===== src/rtl/core/tfn_pkg.sv =====
// types, widths and helpers shared by the triangle face normal core
package tfn_pkg;

  localparam int COORD_W = 16;
  localparam int FRAC_W  = 14;
  localparam int OUT_W   = FRAC_W + 2;
  localparam int DIFF_W  = COORD_W + 1;
  localparam int PROD_W  = 2 * DIFF_W;
  localparam int CROSS_W = PROD_W + 1;
  localparam int MAG_W   = PROD_W;
  localparam int NORM_W  = 31;
  localparam int SQ_W    = 2 * NORM_W;
  localparam int SUM_W   = 64;
  localparam int ROOT_W  = SUM_W / 2;
  localparam int SREM_W  = ROOT_W + 3;
  localparam int LEN_W   = 6;
  localparam int QUO_W   = FRAC_W + 1;
  localparam int NUM_W   = NORM_W + QUO_W;
  localparam int FRONT_STAGES = 6;
  localparam int QUEUE_DEPTH  = 8;
  localparam int QPTR_W       = 3;

  typedef struct packed {
    logic signed [COORD_W-1:0] a_x;
    logic signed [COORD_W-1:0] a_y;
    logic signed [COORD_W-1:0] a_z;
    logic signed [COORD_W-1:0] b_x;
    logic signed [COORD_W-1:0] b_y;
    logic signed [COORD_W-1:0] b_z;
    logic signed [COORD_W-1:0] c_x;
    logic signed [COORD_W-1:0] c_y;
    logic signed [COORD_W-1:0] c_z;
  } tfn_in_t;

  typedef struct packed {
    logic signed [OUT_W-1:0] normal_x;
    logic signed [OUT_W-1:0] normal_y;
    logic signed [OUT_W-1:0] normal_z;
    logic                    degenerate;
  } tfn_out_t;

  // scaled magnitudes and signs handed from front to back
  typedef struct packed {
    logic [2:0][NORM_W-1:0] mag;
    logic [2:0]             neg;
    logic                   degenerate;
  } tfn_mid_t;

  // bit length of a magnitude, zero for zero
  function automatic logic [LEN_W-1:0] bit_len(input logic [MAG_W-1:0] v);
    logic [LEN_W-1:0] len;
    len = '0;
    for (int i = 0; i < MAG_W; i++) begin
      if (v[i]) len = LEN_W'(i + 1);
    end
    return len;
  endfunction

endpackage


===== src/rtl/core/tfn_queue.sv =====
// small fifo between front and back pipelines
module tfn_queue
  import tfn_pkg::*;
(
  input  logic     clk,
  input  logic     rst_n,
  input  logic     wr_valid,
  input  tfn_mid_t wr_data,
  output logic     rd_valid,
  output tfn_mid_t rd_data,
  output logic     hold_off
);

  tfn_mid_t          mem [0:QUEUE_DEPTH-1];
  logic [QPTR_W-1:0] wr_ptr_r, rd_ptr_r;
  logic [QPTR_W:0]   cnt_r, cnt_nxt;
  logic              pop;
  logic              rd_valid_r;
  tfn_mid_t          rd_data_r;

  // back side drains one entry every cycle it has one
  assign pop      = (cnt_r != '0);
  assign rd_valid = rd_valid_r;
  assign rd_data  = rd_data_r;

  always_comb begin
    cnt_nxt = cnt_r;
    if (wr_valid && !pop) cnt_nxt = cnt_r + 1'b1;
    if (!wr_valid && pop) cnt_nxt = cnt_r - 1'b1;
  end

  always_ff @(posedge clk) begin
    if (!rst_n) begin
      wr_ptr_r   <= '0;
      rd_ptr_r   <= '0;
      cnt_r      <= '0;
      rd_valid_r <= 1'b0;
    end else begin
      cnt_r      <= cnt_nxt;
      rd_valid_r <= pop;
      if (wr_valid) wr_ptr_r <= wr_ptr_r + 1'b1;
      if (pop)      rd_ptr_r <= rd_ptr_r + 1'b1;
    end
  end

  // storage with registered read
  always_ff @(posedge clk) begin
    if (wr_valid) mem[wr_ptr_r] <= wr_data;
    if (pop)      rd_data_r <= mem[rd_ptr_r];
  end

  // leave room for every request still in the front pipeline
  assign hold_off = (cnt_r >= (QPTR_W+1)'(QUEUE_DEPTH - FRONT_STAGES));

endmodule


===== config.mk =====
export PLATFORM = sky130hd
export DESIGN_NAME = tfn_queue
export DESIGN_NICKNAME = d
export VERILOG_FILES = /design/src/rtl/core/tfn_pkg.sv /design/src/rtl/core/tfn_queue.sv
export SDC_FILE = /design/constraint.sdc
export NUM_CORES = 1
export LEC_CHECK = 0
export BUFFER_PORTS_ARGS = -buffer_cell sky130_fd_sc_hd__buf_2
export CAP_MARGIN = 30
export CORE_ASPECT_RATIO = 0.9
export CORE_MARGIN = 1.5
export CORE_UTILIZATION = 60
export DETAILED_ROUTE_END_ITERATION = 8
export PLACE_DENSITY = 0.79
export SLEW_MARGIN = 40
export SYNTH_ARGS = -nofsm -noshare
export SYNTH_HDL_FRONTEND = slang
export SYNTH_SLANG_ARGS = --single-unit

===== constraint.sdc =====
create_clock -name clk -period 10.81 [get_ports clk]
set_clock_uncertainty 0.15 [all_clocks]
set_input_delay 1.081 -clock clk [delete_from_list [all_inputs] [get_ports clk]]
set_output_delay 1.081 -clock clk [all_outputs]
set_load 0.02 [all_outputs]

* Yosys cells after proc, flatten, opt, wreduce, memory -nomap -nowiden *
Memories as Yosys holds them, arrays and structs flattened. A register that Yosys moved wholly into a read port is not among the register bits.
Index checks and enable logic that the tools add are counted.

operators by class
  add/sub/neg operators = 4
  multipliers = 0
  div/mod/pow operators = 0
  magnitude comparators = 1
  eq/ne operators = 0
  shifts and indexed selects = 0
  multiplexer cells = 4
  bitwise gates (word level) = 0
  reductions and logical operators = 6

operators with widths
  kind                   count
  $mux W4                2
  $add A3 B1 Y3 const B  2
  $add A4 B1 Y4 const B  1
  $ge A4 B2 Y1 const B   1
  $reduce_bool A4 Y1     1
  $sub A4 B1 Y4 const B  1
  $logic_and A1 B1 Y1    2
  $logic_not A1 Y1       2
  $mux W1                2
  $reduce_bool A2 Y1     1

storage, ports and cells
  register bits = 11
  latch bits = 0
  memory bits (writable) = 776
  ROM bits = 0
  input bits = 100
  output and inout bits = 99
  logic and storage cells = 20
  memories = 1

memories
  memory  words  bits a word  read ports  clocked after memory_dff  wr ports  RTL line         RTL
  mem     8      97           1           1                         1         tfn_queue.sv:14  tfn_mid_t mem [0:QUEUE_DEPTH-1];

* Longest topological paths before layout *
Gate-level depths: netlist of run 1.

  depth after elaboration = 5
  mapped depth = 9
  gate-level depth less buffers = 8

* Worst setup path before layout of run 1 *
No wires, ideal clock.

  path kind = input port to flip-flop
  from = input port wr_valid
  to = memory mem[0][0] (netlist name) (enable)
  setup time = 672 ps
  arrival = 7,737 ps
  required time = 9,988 ps
  setup slack = 2,251 ps
  stages on the path = 2
  path buffers = 0
  cell sequence = nand2b_1 nor3_1

on the way
  cells in the longest elaborated chain, start to end = 2

RTL lines
  what                           RTL line         RTL
  start, declared                tfn_queue.sv:7   input logic wr_valid,
  $mux W1                        tfn_queue.sv:48  if (wr_valid) mem[wr_ptr_r] <= wr_data;
  $mux W1 (implied by the code)  tfn_queue.sv:48
  end, declared                  tfn_queue.sv:14

Every way passes these cells.

==> results of run 1 <==
logic make-up after synthesis:
kind of cell,share of synthesized area [%]
buffers and inverters,1.14
and+or+nand+nor,0.574
xor gates and xnor gates,0.161
adders and majority gates,0.191
muxes,17.0
DFF,80.8
AOI/OAI and AO/OA,0.122
worst max path at each step:
| stage | endpoint | cells past startpoint |
|---|---|---|
| after floorplan | mem[0][0] | 2 |
| after detailed placement | mem[3][21] | 5 |
| final | rd_data[50] | 4 |
| after global routing | rd_data[58] | 4 |
| after CTS | rd_data[50] | 4 |
| after global placement | mem[3][22] | 5 |
metal layers:
layer	routed length [um]	vias up	global-route usage, %	part of all wire [%]
met2	33800	598	39.7	51
met1	25200	7571	31.8	38
met4	1990	18	8.58	3.0
met3	4650	159	5.81	7.1
li1	-	6052	-	-
met5	123	-	0	0.19
placed cells by master, fill, tap and decap left out, types with 2 or more instances in the layout:
master                         n
sky130_fd_sc_hd__edfxtp_1    873
sky130_fd_sc_hd__buf_2       198
sky130_fd_sc_hd__mux4_2      176
sky130_fd_sc_hd__mux2_2       97
sky130_fd_sc_hd__clkbuf_16    86
sky130_fd_sc_hd__mux4_1       18
sky130_fd_sc_hd__clkbuf_1     16
sky130_fd_sc_hd__clkinv_2     14
sky130_fd_sc_hd__buf_4        13
sky130_fd_sc_hd__buf_6        13
sky130_fd_sc_hd__bufinv_16     9
sky130_fd_sc_hd__clkinv_1      8
sky130_fd_sc_hd__dfxtp_1       8
sky130_fd_sc_hd__clkinvlp_4    7
sky130_fd_sc_hd__diode_2       6
sky130_fd_sc_hd__nand2_1       6
sky130_fd_sc_hd__nor2_4        6
sky130_fd_sc_hd__nand2b_1      5
sky130_fd_sc_hd__and2_1        5
sky130_fd_sc_hd__ha_1          5
sky130_fd_sc_hd__mux2i_1       4
sky130_fd_sc_hd__xor2_1        3
sky130_fd_sc_hd__nor2b_1       3
sky130_fd_sc_hd__xnor2_1       3
sky130_fd_sc_hd__inv_6         3
sky130_fd_sc_hd__clkinv_8      3
sky130_fd_sc_hd__buf_12        3
sky130_fd_sc_hd__dfxtp_4       3
sky130_fd_sc_hd__nor3_2        2
sky130_fd_sc_hd__or3_1         2
sky130_fd_sc_hd__nor2_1        2
sky130_fd_sc_hd__a21oi_1       2
sky130_fd_sc_hd__clkbuf_8      2
worst register-to-register path, delay by kind of cell (launching register included):
family	cells	cell delay, ns
DFF	1	0.85
buffers and inverters	2	1.21
muxes	2	0.94
synthesized netlist by cell type, drive strengths merged (4+ instances only):
master	instances
and2	5
buf	41
clkbuf	16
dfxtp	11
edfxtp	873
ha	5
mux2	97
mux2i	4
mux4	194
nand2	6
nand2b	5
nor2	8
power by group:
| group | internal [uW] | leakage (uW) | switching (uW) | total [uW] |
|---|---|---|---|---|
| combinational | 918 | 0.00262 | 1060 | 1970 |
| clock | 1690 | 0.00133 | 1230 | 2920 |
| sequential | 4180 | 0.00809 | 199 | 4380 |
cell type report:
type	count	share of cell area, %
inverter	1	0.0100
clock buffer	104	5.99
multi-input combinational	347	16.0
tap	705	2.36
sequential	884	70.7
clock inverter	45	1.36
antenna	6	0.0402
timing repair buffer	228	3.54
state kept, by name (all words and copies together), names as in the netlist:
register and cells:
rd_valid 1, mem 776, rd_data 97, rd_ptr_r 3, wr_ptr_r 3, cnt_r 4
per-stage QoR:
stage / power [uW] / hold slack, ns / area (um^2) / utilization [%]
after global placement: 6360 / 0.323 / 34500 / 63.7
after detailed placement: 6420 / 0.331 / 34600 / 63.9
after global routing: 9600 / 0.381 / 37400 / 69.1
after CTS: 9350 / 0.339 / 37300 / 69.0
final: 9270 / 0.336 / 37400 / 69.1
after floorplan: 5860 / 0.295 / 32700 / -
==> Implementation_results.wiki, run 1 <==
{| class="wikitable"
! Metric !! Value
|-
| Area grow syn2layout || 14.3%
|-
| FFs w/ async S/R, synth || 0%
|-
| Largest cells by area after synthesis || sky130_fd_sc_hd__edfxtp_1 (80%), sky130_fd_sc_hd__mux4_2 (12%), sky130_fd_sc_hd__mux2_2 (3.3%), sky130_fd_sc_hd__mux4_1 (1.4%), sky130_fd_sc_hd__dfxtp_1 (0.67%)
|-
| Worst-skew pair later-pin latency || 0.63 ns
|-
| Number of port buffers || 198
|-
| Critical Path Max Stage Delay || 0.85 ns
|-
| Crit Path Max Fanout || 47
|-
| Effective utilization at floorplan || 60.5%
|-
| Pwr dens || 248 nW/um^2
|-
| Inserted Clock Buffers || 84
|-
| Synth Flop Type || sky130_fd_sc_hd__edfxtp_1
|-
| Critical path data arrival time || 3.63 ns
|-
| Unrepaired setup endpoints after global routing || no
|-
| Cell accounting for the most synthesized area || sky130_fd_sc_hd__edfxtp_1
|-
| Endpoint of the worst register-to-register path || rd_data[50]
|-
| Number of global-route vias before repair || 14900
|-
| Worst min-delay path startpoint || cnt_r[3]
|-
| R2r worst-path depth || 4
|-
| Type of the worst setup path || register to register
|-
| H-tree depth || 3
|-
| Crit path launch || rd_ptr_r[0]
|-
| Number of buffers and inverters on the critical path || 2
|-
| EDFF count, synth || 873
|-
| Syn Nets || 1394
|-
| Total count of max-transition violations in the final report || 0
|-
| Post-Place Cells || 2164
|-
| Final Wtd Congestion || 0.723
|-
| Total global-route track usage || 24.1%
|-
| Peak ir drop on the vdd network || 0.142 mV
|-
| Hold worst-path end || cnt_r[3]
|-
| Post-CTS Resized || 0
|-
| Leakage Power || 0.0120 uW
|-
| Setup slack on the worst flop-to-flop path || 7.41 ns
|-
| # Post-CTS Setup Buffers || 0
|-
| Antenna-violating nets left || 0
|-
| Post-layout nets || 1651
|-
| Total wire length after detailed routing || 65.7 mm
|-
| TNS Setup || 0 ns
|-
| Combined flip-flop and latch cell area || 26400 um^2
|-
| Final instance count without filler cells || 2320
|-
| Synth cell types || 31
|-
| Global-route wire length before repair || 97.4 mm
|-
| Count of warnings emitted by yosys || 0
|-
| Io pins || 199
|-
| Cell at the root of the clock tree || sky130_fd_sc_hd__clkbuf_16
|-
| Gate count of the mapped netlist || 1289
|-
| Launching point of the worst reg2reg path || rd_ptr_r[0]
|-
| Fraction of layout cells with a size suffix above 1 || 39.7%
|-
| Overall die height || 225 um
|-
| Final number of setup-violating endpoints || 0
|-
| Via count of the routed design || 14400
|-
| Hold buffers post-CTS || 0
|-
| Maximum buffer depth of the clock tree || 3
|-
| Cell count of the worst hold path || 2
|-
| Number of detailed-route iterations in the first pass || 5
|-
| Final routed wire length divided by cell count || 28.3 um
|-
| Total core area || 54100 um^2
|-
| Antenna violations before repair || 18
|-
| Clock Pin Slew Worst Setup and Hold Paths || 0.06 ns
|-
| Max-capacitance violation count || 0
|-
| Share of the cycle needed by the critical path after routing || 31.5%
|-
| Worst setup slack before clock tree synthesis || 6.72 ns
|-
| Startpoint class of the critical path || register
|-
| X dimension of the die || 249 um
|-
| Final Critical Period || 3.40 ns
|-
| Area used by multi-input combinational logic || 5970 um^2
|-
| Clock net sink count || 884
|-
| Cell-by-cell trace of the critical path || buf_4, buf_6, mux4_1, mux2_2
|-
| Initial drt markers || 1494
|-
| Number of rows created at floorplan || 81
|-
| Status || finished, final reports clean
|-
| Fillcell total || 3109
|-
| Slowest library cell on the worst path || sky130_fd_sc_hd__dfxtp_4
|-
| Data required, critical path || 11.04 ns
|-
| Count of state elements after synthesis || 884
|-
| Ratio of routed vias to standard cells || 6.21
|-
| Number of remaining DRC errors || 0
|-
| Share of the synthesized area in the top cell type || 80.1%
|-
| Slew headroom || 43.7%
|-
| Sort of element at the end of the critical path || register
|-
| Proportion of synthesized chip area in sequential cells || 80.8%
|-
| Total congestion overflow after global routing || 0
|-
| Final HPWL DP || 34.4 mm
|-
| Maximum number of pins on one net before global-route repair || 71
|-
| Final hold viol count || 0
|-
| Worst Tran Pin Value || 0.845 ns
|-
| Area of the mapped netlist || 32700 um^2
|-
| Average footprint of a synthesized cell || 25.4 um^2
|-
| Largest delay contributor family on the critical path || buffers and inverters
|-
| Worst min-delay path category || register to register
|-
| Peak clock frequency supported by timing || 294 MHz
|-
| CTS tree || built
|-
| Min setup slack post-route || 7.41 ns
|-
| Die outline area || 55900 um^2
|}
No activity file was read; power rests on OpenSTA's default activity.
==> run 2, diff against run 1 <==
CORE_UTILIZATION = 54   (was 60)
PLACE_DENSITY = 0.75   (was 0.79)
clock period = 2.7 ns   (was 10.81 ns; I/O delays follow)
==> run 2 against run 1 <==
- sequential power grew to 3.9 times the previous value
- utilization is 4.2 points lower
- sequential cell count stayed put
- critical path type unchanged
- cell area is 3.9% higher
- via count is 1.2% higher
- register-to-register slack worse by 7.3 ns
- final cell count is 8.7% higher
- clock-buffer cell count is 5 higher
- maximum frequency is 32% higher
- combinational power grew to 4.2 times the previous value
==> Implementation_results.wiki, run 2 (same netlist as run 1, synthesis figures left out) <==
{| class="wikitable"
! Metric !! Value
|-
| Inserted Clock Buffers || 85 (+1.2%)
|-
| Worst Tran Pin Value || 0.767 ns (-0.0786 ns)
|-
| Clock Pin Slew Worst Setup and Hold Paths || 0.06 ns (about the same)
|-
| R2r worst-path depth || 8 (+4)
|-
| Hold worst-path end || mem[4][0]
|-
| Peak clock frequency supported by timing || 387 MHz (+32%)
|-
| Type of the worst setup path || register to register
|-
| Final number of setup-violating endpoints || 0 (unchanged)
|-
| Launching point of the worst reg2reg path || cnt_r[2]
|-
| Most common library cell in the layout ignoring fill and taps || sky130_fd_sc_hd__edfxtp_1
|-
| Number of detailed-route iterations in the first pass || 5 (unchanged)
|-
| Unrepaired setup endpoints after global routing || no
|-
| Number of port buffers || 198 (unchanged)
|-
| Io pins || 199 (unchanged)
|-
| Area grow syn2layout || 18.7%
|-
| Die outline area || 62100 um^2 (+11%)
|-
| Final routed wire length divided by cell count || 24.9 um (-12%)
|-
| TNS Setup || 0 ns (unchanged)
|-
| Peak ir drop on the vdd network || 0.923 mV (+550%)
|-
| Endpoint of the worst register-to-register path || cnt_r[2]
|-
| Number of global-route vias before repair || 15300 (+2.9%)
|-
| Post-layout nets || 1778 (+7.7%)
|-
| Via count of the routed design || 14600 (+1.2%)
|-
| Data required, critical path || 3.10 ns (-7.94 ns)
|-
| Initial drt markers || 1171 (-22%)
|-
| Worst setup slack before clock tree synthesis || 0.0365 ns (-6.68 ns)
|-
| Final Critical Period || 2.58 ns (-0.816 ns)
|-
| Sort of element at the end of the critical path || register
|-
| Final instance count without filler cells || 2521 (+8.7%)
|-
| Min setup slack post-route || 0.115 ns (-7.29 ns)
|-
| Total power || 36800 uW (+300%)
|-
| Worst-skew pair later-pin latency || 0.63 ns (about the same)
|-
| Number of rows created at floorplan || 85 (+4.9%)
|-
| Crit Path Max Fanout || 7 (-85%)
|-
| Maximum number of pins on one net before global-route repair || 103 (+45%)
|-
| Overall die height || 237 um (+5.3%)
|-
| Leading cell types in the layout, fill and taps excluded || sky130_fd_sc_hd__edfxtp_1 (873), sky130_fd_sc_hd__buf_2 (198), sky130_fd_sc_hd__mux4_2 (176), sky130_fd_sc_hd__dlygate4sd3_1 (99), sky130_fd_sc_hd__mux2_2 (97)
|-
| Worst min-delay path startpoint || wr_data[0]
|-
| Final HPWL DP || 33.8 mm (-2.0%)
|-
| Effective utilization at floorplan || 54.6% (-5.8 points)
|-
| Total count of max-transition violations in the final report || 0 (unchanged)
|-
| Max reg flops || 776 (unchanged)
|-
| Register containing the most flip-flops in the final layout || mem
|-
| Antenna violations before repair || 5 (-13)
|-
| Status || finished, final reports clean
|-
| Setup slack on the worst flop-to-flop path || 0.12 ns (-7.29 ns)
|-
| Slew headroom || 48.9% (+5.2 points)
|-
| Ratio of routed vias to standard cells || 5.78 (-6.8%)
|-
| Total core area || 59900 um^2 (+11%)
|-
| # Post-CTS Setup Buffers || 0 (unchanged)
|-
| Maximum buffer depth of the clock tree || 3 (unchanged)
|-
| Final standard cell utilization of the core || 64.9% (-4.2 points)
|-
| Max-capacitance violation count || 0 (unchanged)
|-
| CTS tree || built
|-
| Final hold viol count || 0 (unchanged)
|-
| Startpoint class of the critical path || register
|-
| Worst min-delay path category || input pin to register
|-
| Final Wtd Congestion || 0.699 (-3.3%)
|-
| Cell at the root of the clock tree || sky130_fd_sc_hd__clkbuf_16
|-
| Total wire length after detailed routing || 62.7 mm (-4.7%)
|-
| Fraction of layout cells with a size suffix above 1 || 37.8% (-1.8 points)
|-
| Critical path data arrival time || 2.99 ns (-0.64 ns)
|-
| Cell count of the worst hold path || 2 (unchanged)
|-
| Total global-route track usage || 20.7% (-3.3 points)
|-
| Global-route wire length before repair || 95.2 mm (-2.3%)
|-
| Share of the cycle needed by the critical path after routing || 95.7% (+64 points)
|-
| Post-Place Cells || 2270 (+4.9%)
|-
| H-tree depth || 3 (unchanged)
|-
| Antenna-violating nets left || 0 (unchanged)
|-
| X dimension of the die || 262 um (+5.3%)
|-
| Total congestion overflow after global routing || 0 (unchanged)
|-
| Pwr dens || 947 nW/um^2 (+280%)
|-
| Number of remaining DRC errors || 0 (unchanged)
|-
| Leakage Power || 0.0126 uW (+4.8%)
|-
| Clock net sink count || 884 (unchanged)
|}
-- run 2: changes by cell type in the layout (fill, tap and decap cells not counted), moves of 6 or more --
cell / previous run / this run
sky130_fd_sc_hd__bufinv_16: 9 / 3
sky130_fd_sc_hd__buf_6: 13 / 0
sky130_fd_sc_hd__buf_4: 13 / 27
sky130_fd_sc_hd__buf_12: 3 / 30
sky130_fd_sc_hd__clkinv_1: 8 / 17
sky130_fd_sc_hd__dlygate4sd3_1: 0 / 99
-- run 2: final cells by class --
type | instances | area (um^2)
antenna | 3 | 7.51
clock buffer | 109 | 2320
clock inverter | 40 | 295
fill | 3730 | 21000
inverter | 1 | 3.75
multi-input combinational | 347 | 5990
sequential | 884 | 26400
tap | 783 | 980
timing repair buffer | 354 | 2790
-- run 2: power by group --
| part | switching [uW] | leakage, uW | internal, uW |
|---|---|---|---|
| Sequential | 551 | 0.00809 | 16700 |
| Clock | 4820 | 0.00128 | 6360 |
| Combinational | 4340 | 0.00324 | 3980 |
| Total | 9710 | 0.0126 | 27100 |
-- run 2: critical path, cell delays in order, from the launching register on --
cell	delay, ns
sky130_fd_sc_hd__dfxtp_1	0.36
sky130_fd_sc_hd__or4_4	0.59
sky130_fd_sc_hd__ha_2	0.24
sky130_fd_sc_hd__xor2_1	0.16
sky130_fd_sc_hd__ha_1	0.18
sky130_fd_sc_hd__a21oi_1	0.17
sky130_fd_sc_hd__xor2_1	0.12
sky130_fd_sc_hd__or3_1	0.34
sky130_fd_sc_hd__a21boi_1	0.19
-- run 2: metal layers --
layer	routed length (um)	vias to the layer above	global-route usage, %
li1	-	6300	-
met1	26400	7737	28.7
met2	31400	436	33.9
met3	3520	100	4.46
met4	1360	4	5.80
met5	26	-	0
-- run 2: worst max path at each step --
stage                            from        end  slack [ns]  cells after the start
after global routing         cnt_r[2]   cnt_r[2]        0.03                      8
after global placement       cnt_r[2]   cnt_r[2]        0.19                      8
after floorplan           wr_ptr_r[2]  mem[6][0]       -1.02                      2
final                        cnt_r[2]   cnt_r[2]        0.12                      8
after CTS                    cnt_r[2]   cnt_r[2]        0.02                      8
after detailed placement     cnt_r[2]   cnt_r[2]        0.04                      8
-- run 2: timing repair --
item                                    in CTS  in global routing
endpoints found under the hold margin      787                  0
gates resized for setup                      0                  2
hold buffers                                99                  0
endpoints found under the setup margin       0                  1
-- run 2: through the flow --
step                hold slack (ns)  cell area, um^2
floorplan                     0.219            32800
global placement              0.314            35200
detailed placement            0.342            35200
CTS                           0.253            38800
global route                  0.279            38800
finish                        0.295            38800
